## src/hdl/mfbe_pkg.sv

```systemverilog
`timescale 1ns / 1ps
// ----------------------------------------------------------------------------
// mfbe_pkg
// Shared types and constants for the masked field bit extractor.
// ----------------------------------------------------------------------------
package mfbe_pkg;

  // width of the packed field that is kept
  localparam int VALUE_WIDTH = 64;
  localparam int PosW        = $clog2(VALUE_WIDTH + 1);
  localparam int SumW        = PosW + 1;

  // fixed port widths
  localparam int ByteW  = 8;
  localparam int CountW = 4;
  localparam int FieldW = 64;
  localparam int TakenW = 7;

  // queue between front and back
  localparam int QueueDepth = 2;
  localparam int QPtrW      = (QueueDepth > 1) ? $clog2(QueueDepth) : 1;
  localparam int QLevelW    = $clog2(QueueDepth + 1);

  typedef enum logic {
    ORDER_LAST_LOW  = 1'b0,
    ORDER_FIRST_LOW = 1'b1
  } byte_order_e;

  // one compressed byte on its way to the back end
  typedef struct packed {
    logic [ByteW-1:0]  bits;
    logic [CountW-1:0] count;
    byte_order_e       order;
    logic              last;
  } entry_t;

endpackage

```

## src/hdl/mfbe_front.sv

```systemverilog
`timescale 1ns / 1ps
// ----------------------------------------------------------------------------
// mfbe_front
// Accepts message bytes, compresses the masked bits and tags each item with
// the byte order in force.
// ----------------------------------------------------------------------------
module mfbe_front (
  input  logic                   clk_i,
  input  logic                   rst_ni,
  input  logic                   cfg_we_i,
  input  logic                   cfg_wdata_i,
  input  logic [7:0]             data_byte_i,
  input  logic [7:0]             mask_byte_i,
  input  logic                   last_byte_i,
  input  logic                   in_valid_i,
  output logic                   in_stall_o,
  input  logic                   q_full_i,
  output logic                   q_push_o,
  output mfbe_pkg::entry_t       q_entry_o
);

  mfbe_pkg::byte_order_e order_q, order_d;
  logic [mfbe_pkg::ByteW-1:0]  bits;
  logic [mfbe_pkg::CountW-1:0] cnt;

  always_comb begin
    order_d = order_q;
    if (cfg_we_i) begin
      order_d = mfbe_pkg::byte_order_e'(cfg_wdata_i);
    end
  end

  always_ff @(posedge clk_i or negedge rst_ni) begin
    if (!rst_ni) begin
      order_q <= mfbe_pkg::ORDER_LAST_LOW;
    end else begin
      order_q <= order_d;
    end
  end

  // gather selected bits, lsb first
  always_comb begin
    bits = '0;
    cnt  = '0;
    for (int k = 0; k < mfbe_pkg::ByteW; k++) begin
      if (mask_byte_i[k]) begin
        bits[cnt[2:0]] = data_byte_i[k];
        cnt            = cnt + 1'b1;
      end
    end
  end

  assign in_stall_o        = q_full_i;
  assign q_push_o          = in_valid_i & ~q_full_i;
  assign q_entry_o.bits    = bits;
  assign q_entry_o.count   = cnt;
  assign q_entry_o.order   = order_q;
  assign q_entry_o.last    = last_byte_i;

endmodule

```

## src/hdl/mfbe_queue.sv

```systemverilog
`timescale 1ns / 1ps
// ----------------------------------------------------------------------------
// mfbe_queue
// Short first-in first-out queue of compressed items between front and back.
// ----------------------------------------------------------------------------
module mfbe_queue (
  input  logic             clk_i,
  input  logic             rst_ni,
  input  logic             push_i,
  input  mfbe_pkg::entry_t entry_i,
  output logic             full_o,
  input  logic             pop_i,
  output logic             empty_o,
  output mfbe_pkg::entry_t entry_o
);

  mfbe_pkg::entry_t                store_q [mfbe_pkg::QueueDepth];
  logic [mfbe_pkg::QPtrW-1:0]      wr_ptr_q, wr_ptr_d;
  logic [mfbe_pkg::QPtrW-1:0]      rd_ptr_q, rd_ptr_d;
  logic [mfbe_pkg::QLevelW-1:0]    level_q, level_d;

  assign full_o  = (level_q == mfbe_pkg::QLevelW'(mfbe_pkg::QueueDepth));
  assign empty_o = (level_q == '0);
  assign entry_o = store_q[rd_ptr_q];

  always_comb begin
    wr_ptr_d = wr_ptr_q;
    rd_ptr_d = rd_ptr_q;
    level_d  = level_q;
    if (push_i) begin
      wr_ptr_d = (wr_ptr_q == mfbe_pkg::QPtrW'(mfbe_pkg::QueueDepth - 1)) ? '0
                                                                        : wr_ptr_q + 1'b1;
    end
    if (pop_i) begin
      rd_ptr_d = (rd_ptr_q == mfbe_pkg::QPtrW'(mfbe_pkg::QueueDepth - 1)) ? '0
                                                                        : rd_ptr_q + 1'b1;
    end
    unique case ({push_i, pop_i})
      2'b10:   level_d = level_q + 1'b1;
      2'b01:   level_d = level_q - 1'b1;
      default: level_d = level_q;
    endcase
  end

  always_ff @(posedge clk_i or negedge rst_ni) begin
    if (!rst_ni) begin
      wr_ptr_q <= '0;
      rd_ptr_q <= '0;
      level_q  <= '0;
    end else begin
      wr_ptr_q <= wr_ptr_d;
      rd_ptr_q <= rd_ptr_d;
      level_q  <= level_d;
    end
  end

  always_ff @(posedge clk_i) begin
    if (push_i) begin
      store_q[wr_ptr_q] <= entry_i;
    end
  end

endmodule

```

## src/hdl/mfbe_back.sv

```systemverilog
`timescale 1ns / 1ps
// ----------------------------------------------------------------------------
// mfbe_back
// Merges compressed items into the field accumulator and holds the result
// item in an output register until it is taken.
// ----------------------------------------------------------------------------
module mfbe_back (
  input  logic             clk_i,
  input  logic             rst_ni,
  input  logic             q_empty_i,
  input  mfbe_pkg::entry_t q_entry_i,
  output logic             q_pop_o,
  output logic [63:0]      field_value_o,
  output logic [6:0]       bits_taken_o,
  output logic             too_many_bits_o,
  output logic             out_valid_o,
  input  logic             out_stall_i
);

  logic [mfbe_pkg::VALUE_WIDTH-1:0] acc_q, acc_d, acc_m;
  logic [mfbe_pkg::PosW-1:0]        pos_q, pos_d, pos_m;
  logic                             ovf_q, ovf_d, ovf_m;
  logic [mfbe_pkg::SumW-1:0]        sum;
  logic                             over;

  logic                             out_valid_q, out_valid_d;
  logic [mfbe_pkg::VALUE_WIDTH-1:0] res_value_q;
  logic [mfbe_pkg::PosW-1:0]        res_taken_q;
  logic                             res_flag_q;
  logic                             take_last;

  // a last item needs the output register free (or leaving this cycle)
  assign q_pop_o   = ~q_empty_i & (~q_entry_i.last | ~out_valid_q | ~out_stall_i);
  assign take_last = q_pop_o & q_entry_i.last;

  always_comb begin
    sum   = {1'b0, pos_q} + mfbe_pkg::SumW'(q_entry_i.count);
    over  = (sum > mfbe_pkg::SumW'(mfbe_pkg::VALUE_WIDTH));
    pos_m = over ? mfbe_pkg::PosW'(mfbe_pkg::VALUE_WIDTH) : sum[mfbe_pkg::PosW-1:0];
    ovf_m = ovf_q | over;
    unique case (q_entry_i.order)
      mfbe_pkg::ORDER_FIRST_LOW: begin
        // shift past the end drops the bits that no longer fit
        acc_m = acc_q | (mfbe_pkg::VALUE_WIDTH'(q_entry_i.bits) << pos_q);
      end
      mfbe_pkg::ORDER_LAST_LOW: begin
        acc_m = (acc_q << q_entry_i.count) | mfbe_pkg::VALUE_WIDTH'(q_entry_i.bits);
      end
      default: acc_m = acc_q;
    endcase
  end

  always_comb begin
    acc_d       = acc_q;
    pos_d       = pos_q;
    ovf_d       = ovf_q;
    out_valid_d = out_valid_q & out_stall_i;
    if (q_pop_o) begin
      if (q_entry_i.last) begin
        acc_d       = '0;
        pos_d       = '0;
        ovf_d       = 1'b0;
        out_valid_d = 1'b1;
      end else begin
        acc_d = acc_m;
        pos_d = pos_m;
        ovf_d = ovf_m;
      end
    end
  end

  always_ff @(posedge clk_i or negedge rst_ni) begin
    if (!rst_ni) begin
      acc_q       <= '0;
      pos_q       <= '0;
      ovf_q       <= 1'b0;
      out_valid_q <= 1'b0;
    end else begin
      acc_q       <= acc_d;
      pos_q       <= pos_d;
      ovf_q       <= ovf_d;
      out_valid_q <= out_valid_d;
    end
  end

  always_ff @(posedge clk_i) begin
    if (take_last) begin
      res_value_q <= acc_m;
      res_taken_q <= pos_m;
      res_flag_q  <= ovf_m;
    end
  end

  assign out_valid_o     = out_valid_q;
  assign field_value_o   = 64'(res_value_q);
  assign bits_taken_o    = 7'(res_taken_q);
  assign too_many_bits_o = res_flag_q;

  a_pos_bound: assert property (@(posedge clk_i) disable iff (!rst_ni)
    pos_q <= mfbe_pkg::PosW'(mfbe_pkg::VALUE_WIDTH))
    else $error("bit position past field width");

  a_ovf_full: assert property (@(posedge clk_i) disable iff (!rst_ni)
    ovf_q |-> (pos_q == mfbe_pkg::PosW'(mfbe_pkg::VALUE_WIDTH)))
    else $error("overflow flagged with field not full");

  a_clear_after_last: assert property (@(posedge clk_i) disable iff (!rst_ni)
    take_last |=> (pos_q == '0) && (acc_q == '0) && !ovf_q)
    else $error("state not cleared after last item");

  a_result_shown: assert property (@(posedge clk_i) disable iff (!rst_ni)
    take_last |=> out_valid_o && (bits_taken_o == 7'($past(pos_m))))
    else $error("result item not presented after last item");

  a_no_overwrite: assert property (@(posedge clk_i) disable iff (!rst_ni)
    (out_valid_q && out_stall_i) |-> !take_last)
    else $error("held result item overwritten");

endmodule

```

## src/hdl/masked_field_bit_extract.sv

```systemverilog
`timescale 1ns / 1ps
// ----------------------------------------------------------------------------
// masked_field_bit_extract
// Gathers masked bits of a byte stream into one packed field value.
// ----------------------------------------------------------------------------
// Input channel: one message byte with its mask byte and a last marker per
// item, taken when in_valid_i is high and in_stall_o is low.
// Output channel: one item per message (on the last byte) carrying the packed
// value, the number of bits taken (saturating at 64) and an overflow flag,
// taken when out_valid_o is high and out_stall_i is low.
// Config: cfg_we_i writes cfg_wdata_i into byte_order; 1 puts the first byte
// in the low bits, 0 puts the last byte in the low bits. Write while idle.
// Throughput: one byte per cycle while in_stall_o is low. The front compresses
// each byte and pushes it into a two-entry queue; the back merges one queue
// entry per cycle into the accumulator, one shift and or per cycle, unless a
// last entry waits for a held result. The last byte passes through the queue
// and is merged by the back into the result register, raising out_valid_o.
// When the output is stalled, a held result blocks only the next last byte;
// non-last bytes keep merging, and in_stall_o rises once the queue fills.
// Reset clears byte_order to 0, the accumulator, the queue pointers and out_valid_o.
// ----------------------------------------------------------------------------
module masked_field_bit_extract (
  input  logic        clk_i,
  input  logic        rst_ni,
  input  logic        cfg_we_i,
  input  logic        cfg_wdata_i,
  input  logic [7:0]  data_byte_i,
  input  logic [7:0]  mask_byte_i,
  input  logic        last_byte_i,
  input  logic        in_valid_i,
  output logic        in_stall_o,
  output logic [63:0] field_value_o,
  output logic [6:0]  bits_taken_o,
  output logic        too_many_bits_o,
  output logic        out_valid_o,
  input  logic        out_stall_i
);

  mfbe_pkg::entry_t push_entry, pop_entry;
  logic             q_push, q_pop, q_full, q_empty;

  mfbe_front u_front (
    .clk_i       (clk_i),
    .rst_ni      (rst_ni),
    .cfg_we_i    (cfg_we_i),
    .cfg_wdata_i (cfg_wdata_i),
    .data_byte_i (data_byte_i),
    .mask_byte_i (mask_byte_i),
    .last_byte_i (last_byte_i),
    .in_valid_i  (in_valid_i),
    .in_stall_o  (in_stall_o),
    .q_full_i    (q_full),
    .q_push_o    (q_push),
    .q_entry_o   (push_entry)
  );

  mfbe_queue u_queue (
    .clk_i   (clk_i),
    .rst_ni  (rst_ni),
    .push_i  (q_push),
    .entry_i (push_entry),
    .full_o  (q_full),
    .pop_i   (q_pop),
    .empty_o (q_empty),
    .entry_o (pop_entry)
  );

  mfbe_back u_back (
    .clk_i           (clk_i),
    .rst_ni          (rst_ni),
    .q_empty_i       (q_empty),
    .q_entry_i       (pop_entry),
    .q_pop_o         (q_pop),
    .field_value_o   (field_value_o),
    .bits_taken_o    (bits_taken_o),
    .too_many_bits_o (too_many_bits_o),
    .out_valid_o     (out_valid_o),
    .out_stall_i     (out_stall_i)
  );

endmodule
```

## config.mk

```make
export PLATFORM = sky130hd
export DESIGN_NAME = masked_field_bit_extract
export DESIGN_NICKNAME = d
export VERILOG_FILES = /design/src/hdl/mfbe_pkg.sv /design/src/hdl/mfbe_front.sv /design/src/hdl/mfbe_queue.sv /design/src/hdl/mfbe_back.sv /design/src/hdl/masked_field_bit_extract.sv
export SDC_FILE = /design/constraint.sdc
export NUM_CORES = 1
export LEC_CHECK = 0
export ABC_AREA = 1
export BUFFER_PORTS_ARGS = -buffer_cell sky130_fd_sc_hd__buf_4
export CAP_MARGIN = 20
export CELL_PAD_IN_SITES_DETAIL_PLACEMENT = 1
export CELL_PAD_IN_SITES_GLOBAL_PLACEMENT = 1
export CORE_MARGIN = 2
export CORE_UTILIZATION = 48
export CTS_CLUSTER_SIZE = 16
export DETAILED_ROUTE_END_ITERATION = 6
export GPL_TIMING_DRIVEN = 0
export PLACE_DENSITY_LB_ADDON = 0.1
export SLEW_MARGIN = 40
export SYNTH_ARGS = -nofsm -noshare
export SYNTH_HDL_FRONTEND = slang
export SYNTH_SLANG_ARGS = --single-unit
```

## constraint.sdc

```tcl
create_clock -name clk_i -period 4.8 [get_ports clk_i]
set_input_delay 0.48 -clock clk_i [delete_from_list [all_inputs] [get_ports clk_i]]
set_output_delay 0.48 -clock clk_i [all_outputs]
set_load 0.03 [all_outputs]
```

==> results of run 1 <==
-- layer usage --
| metal | share of wire | vias to the layer above | GRT usage | wire length [um] |
|---|---|---|---|---|
| li1 | - | 6515 | - | - |
| met1 | 0.38 | 7533 | 0.581 | 24600 |
| met2 | 0.44 | 1062 | 0.710 | 28600 |
| met3 | 0.11 | 279 | 0.110 | 7350 |
| met4 | 0.068 | 0 | 0.268 | 4400 |
| met5 | 0 | - | 0 | 0 |
-- final cells by class --
type | count | area, sq um | area share
well taps | 341 | 427 | 0.0289
flip-flops and latches | 178 | 4950 | 0.335
multi-input cells | 1456 | 6900 | 0.467
clock buffers | 17 | 425 | 0.0288
clock inverters | 15 | 158 | 0.0107
repair buffers | 97 | 754 | 0.0511
inverters | 159 | 607 | 0.0411
plain buffers | 103 | 541 | 0.0366
-- how the worst min path moves through the flow --
stage | cells past startpoint | to | slack [ps] | from
after floorplan | 0 | u_back.acc_q[0] | 180 | rst_ni
after global placement | 0 | u_queue.store_q[0][1] | 450 | u_front.order_q
after detailed placement | 0 | u_queue.store_q[1][1] | 470 | u_front.order_q
after CTS | 1 | u_back.acc_q[8] | 130 | rst_ni
after global routing | 1 | u_back.ovf_q | 70 | rst_ni
final | 1 | u_back.ovf_q | 20 | rst_ni
-- state kept, by name (all words and copies together) (netlist names), 2 cells and up --
register              cells
u_queue.store_q          28
u_queue.level_q           2
u_back.field_value_o     64
u_back.acc_q             64
u_back.pos_q              7
u_back.bits_taken_o       7
-- stage by stage --
step / instances / util / cell area, sq um
2_1_floorplan: 1896 / - / 13000
3_3_place_gp: 2333 / 0.529 / 14100
3_5_place_dp: 2334 / 0.530 / 14200
4_1_cts: 2366 / 0.552 / 14800
5_1_grt: 2366 / 0.553 / 14800
6_report: 2366 / 0.553 / 14800
-- synth_stat cells (5+ instances only) --
master	count	area share
o21ai_0	71	0.027
xor2_1	8	0.0054
clkbuf_1	37	0.011
o21ai_1	47	0.018
dfrtp_1	78	0.15
o21ai_2	7	0.0047
nand3_1	369	0.14
edfxtp_1	100	0.23
or2_1	16	0.0077
o211ai_1	34	0.020
nand2_1	671	0.19
inv_1	147	0.043
and2_1	29	0.014
buf_4	9	0.0052
or2_2	5	0.0024
a21boi_1	14	0.0081
buf_1	13	0.0038
nor2_1	82	0.024
ha_1	13	0.013
a21oi_1	10	0.0039
o22ai_1	8	0.0039
buf_2	34	0.013
nand4_1	34	0.016
buf_6	10	0.0087
nand2_2	12	0.0058
inv_2	9	0.0026
-- logic make-up (layout without fill, tap and decap cells) --
group,after synthesis,count (layout)
flops,178,178
buf+inv,262,391
compound gates,198,198
mux,1,1
simple gates,1231,1231
xor+xnor,11,11
fa+ha+maj,15,15
==> impl_results.md, run 1 <==
* Outcome: finished, violations left
* Failing checks: DRC
* Vias per cell at 6.50
* H-tree Lvls at 4
* Final Max Slew Viols at 0
* Worst stage delay on the critical path at 680 ps
* Worst reg2reg setup slack at 1170 ps
* Row cnt at 60
* Critical path depth at 23
* Area delta synth->final at 13.8%
* Setup violations, final at 0
* Worst-skew pair later-pin latency at 480 ps
* Clock slew at reported path FFs at 80 ps
* # fillers at 3521
* Wire per inst at 27.5 um
* Simple-gate share of the synthesized area at 0.415
* Crit path kind: in -> reg
* Post-synth ARST share at 0.438
* FF-to-FF Start: u_queue.rd_ptr_q
* CP startpoint: mask_byte_i[0]
* Complex-gate fraction of the synthesized area at 0.0914
* DRT iter0 DRCs at 1981
* Vias in the first global route at 15166
* Post-CTS Setup Bufs at 0
* Critical Path Most Common Cell: nand2_1
* Clk sink count at 178
* Die height at 168 um
* Drt pass-1 iters at 7
* CTS Buf Count at 17
* Syn Inst Count at 1896
* Cell variety after synth at 42
* WP data arrival at 4130 ps
* Crit-path max FO at 9
* Ys flop type: edfxtp_1
* Post-route minimum period at 3910 ps
* IO Count at 97
* Area share of fa/ha/maj cells after synthesis at 0.0156
* Worst setup margin at 887 ps
* Die ar. at 28400 sq um
* IO buf count at 96
* Remaining DRCs at 7
* Commonest cells after routing, fill and taps aside: nand2_1, nand3_1, inv_1
* Final Skew at 25.4 ps
* XOR/XNOR Fraction of Synth Area at 0.00742
* Mapped Nets at 1934
* Worst path slowest cell: fa_1
* Most common cell after layout, fill and taps aside: nand2_1
* Depth of the worst register-to-register path at 15
* Largest net degree at the start of global routing at 79
* Antenna cells at 0
* Synthesized cell area at 13000 sq um
* Overflow left after global routing at 0
* CP Launch Type: input port
* Final #Nets at 2050
* CP Capture Type: flop
* Setup slack after placement at 460 ps
* RD Place Congestion at 1.12
* Worst reg2reg endpoint: u_back.pos_q[3]
* Layout cells sized above 1 at 0.118
* Crit path cell chain: buf_4, fa_1, nand2_1, inv_1, nand2_1, nand3_1, ha_1, or2_2, nand2_1, nand2_1, nand3_1, nand2_2, inv_1, ha_1, nand2_1, inv_1, nand2_4, nand2_4, inv_2, nor2_2, nand2_1, nand2_1, nand2_1
* Post-CTS Resized at 0
* Root Driver: clkbuf_16
* Chip width at 168 um
* Mux contribution to synthesized area at 0.000867
* Worst Path Required at 5020 ps
* Longest Clk Path Bufs at 2
* Antenna viol nets, final at 0
* Critical path buffer and inverter count at 5
* CTS tree: done
* Dpl hpwl at 47800 um
* Starting Density at 0.486
* Fin Hold WS at 17.8 ps
* Flops & latches, synth at 178
* Register area share after synthesis at 0.382
* Final hold vios at 0
* Routed WL at 65000 um
* FMAX at 256 MHz
* Setup crit end: u_queue.store_q[1][10]
* Avg Inst Size Synth at 6.85 sq um
* Synth warn at 0
* Setup TNS Final at 0 ps
* Largest family of logic cells by synthesized area: simple AND/OR/NAND/NOR gates
* Core area at 26700 sq um
* Hold_buf cts at 0
* First-pass GRT wire length at 95400 um
* Cell family contributing the most delay on the critical path: simple AND/OR/NAND/NOR gates
* RSZ-0062 raised after global routing: no
* Vias at 15389
* Final period utilization at 0.815
* MaxCap Viol Count at 0
* Global-route usage over all layers at 0.456
* Post-synth EDFFs at 100
* Worst Tran Pin Value at 967 ps
* HP Class: in -> async
* Max_slew headroom at 0.356
* Initial antenna violation count at 2
Power of run 1 is not shown: default switching activity piles up to over one toggle a cycle in this logic, so the estimate is an artifact.
==> inputs of run 2 (changes only) <==
- CORE_UTILIZATION: 48 -> 45
- clock period: 4.8 -> 3.9 ns (I/O delays scaled with it)
==> run 2 against run 1 <==
  * The run ends with hold timing left
  * Count of clock-buffer cells in the layout grew 1
  * Final area increased by 0.32%
  * Die area grew 6.5%
  * Worst hold slack got worse by 49 ps
  * Utilization decreased by 3.4 points
  * Sequential share of layout area decreased by 0.11 points
  * Non-clock buffer count stayed put
  * Final cell count increased by 1.8%
  * Critical path depth down 7
  * Critical path type is now reg -> reg
  * Largest cell class unchanged
  * Highest routed layer unchanged
==> impl_results.md, run 2 (synthesized netlist as in run 1, its figures left out) <==
* Outcome: finished, violations left
* Failing checks: hold timing
* Final period utilization at 0.933
* Crit path cell chain: buf_6, inv_4, or2_1, o21ai_4, inv_4, clkbuf_1, ha_1, a21oi_1, nand2_1, a21oi_1, nor2_1, nand2_1, nand2_1, nand3_1, nand2_1, a21oi_1
* Critical Path Most Common Cell: nand2_1
* Final #Nets at 2050 (unchanged)
* Remaining DRCs at 0 (-7)
* Drt pass-1 iters at 5 (-2)
* Worst reg2reg setup slack at 260 ps (-910 ps)
* Wire per inst at 26.6 um (-3.2%)
* Dpl hpwl at 48700 um (+2.0%)
* Clk sink count at 178 (unchanged)
* Vias at 14751 (-4.1%)
* Critical path depth at 16 (-30%)
* Setup crit end: u_back.ovf_q
* CP startpoint: u_queue.rd_ptr_q
* Longest Clk Path Bufs at 2 (unchanged)
* Worst reg2reg endpoint: u_back.ovf_q
* IO buf count at 96 (unchanged)
* Final hold vios at 18 (+18)
* Post-route minimum period at 3640 ps
* Overflow left after global routing at 0 (unchanged)
* Critical path buffer and inverter count at 4 (-1)
* CTS Buf Count at 17 (unchanged)
* Worst-skew pair later-pin latency at 470 ps (about the same)
* Most common cell after layout, fill and taps aside: nand2_1
* Antenna viol nets, final at 0 (unchanged)
* Worst stage delay on the critical path at 560 ps (-120 ps)
* MaxCap Viol Count at 0 (unchanged)
* WP data arrival at 3980 ps (-150 ps)
* CP Launch Type: flop
* Vias per cell at 6.13 (-5.8%)
* Die height at 174 um (+3.2%)
* Setup violations, final at 0 (unchanged)
* H-tree Lvls at 4 (unchanged)
* Global-route usage over all layers at 0.425 (-0.0315)
* Starting Density at 0.455 (-0.0310)
* First-pass GRT wire length at 94800 um (-0.69%)
* IO Count at 97 (unchanged)
* Worst path slowest cell: clkbuf_1
* Root Driver: clkbuf_16
* Largest net degree at the start of global routing at 79 (unchanged)
* Chip width at 174 um (+3.2%)
* Setup TNS Final at 0 ps (unchanged)
* Layout cells sized above 1 at 0.120 (+0.00203)
* Worst Path Required at 4240 ps (-780 ps)
* Vias in the first global route at 14899 (-1.8%)
* HP Class: in -> async
* Routed WL at 64000 um (-1.5%)
* Commonest cells after routing, fill and taps aside: nand2_1, nand3_1, inv_1
* RSZ-0062 raised after global routing: no
* Final Skew at 18.0 ps (-7.39 ps)
* FMAX at 275 MHz
* Area delta synth->final at 14.1%
* CP Capture Type: flop
* Fin Hold WS at -31.4 ps (-49.2 ps)
* Row cnt at 62 (+3.3%)
* Final Max Slew Viols at 0 (unchanged)
* Clock slew at reported path FFs at 80 ps (about the same)
* FF-to-FF Start: u_queue.rd_ptr_q
* Post-placement cell count at 2377 (+1.8%)
* Crit-path max FO at 10 (+1)
* Depth of the worst register-to-register path at 16 (+1)
* Worst Tran Pin Value at 961 ps (-5.45 ps)
* Antenna cells at 0 (unchanged)
* CTS tree: done
* Cell family contributing the most delay on the critical path: compound AO/OA/AOI/OAI gates
* RD Place Congestion at 1.04 (-7.1%)
* Initial antenna violation count at 0 (-2)
* Crit path kind: reg -> reg
* DRT iter0 DRCs at 1796 (-9.3%)
* Die ar. at 30200 sq um (+6.5%)
* Max_slew headroom at 0.355 (-0.000666)
* Core area at 28500 sq um (+6.8%)
* Finished Layout Cells at 2408 (+1.8%)
* Hold_buf cts at 0 (unchanged)
-- run 2: final cells by class --
cell class	count	area (sq um)
plain buffers	103	546
inverters	159	607
repair buffers	97	754
flip-flops and latches	178	4950
fillers	3796	13700
well taps	384	480
multi-input cells	1456	6920
clock buffers	18	429
clock inverters	13	130
-- run 2: worst min-delay path by stage --
stage | startpoint | slack, ps | endpoint | cells past startpoint
after global placement | u_back.acc_q[25] | 460 | u_back.acc_q[25] | 2
after CTS | rst_ni | 30 | u_back.acc_q[3] | 1
after global routing | rst_ni | 20 | u_queue.level_q[0] | 1
final | rst_ni | -30 | u_queue.level_q[0] | 1
after floorplan | rst_ni | 90 | u_back.acc_q[0] | 0
after detailed placement | u_back.acc_q[25] | 490 | u_back.acc_q[25] | 2
-- run 2: repair_timing --
| item | in CTS | in global routing |
|---|---|---|
| buffers inserted | 0 | 0 |
| endpoints found under the setup margin | 0 | 17 |
| resized for setup | 0 | 5 |
-- run 2: routing by layer --
layer	wire length, um	GRT usage
met1	25800	0.551
met2	28200	0.653
met3	6330	0.103
met4	3690	0.235
met5	0	0
-- run 2: metrics by stage --
stage	worst slack [ps]	utilization	area (sq um)
6_report	260	0.519	14800
5_1_grt	7.65	0.519	14800
2_1_floorplan	501	-	13000
4_1_cts	153	0.518	14800
3_3_place_gp	-218	0.497	14200
3_5_place_dp	-301	0.499	14200
Power of run 2 is left out for the same reason.
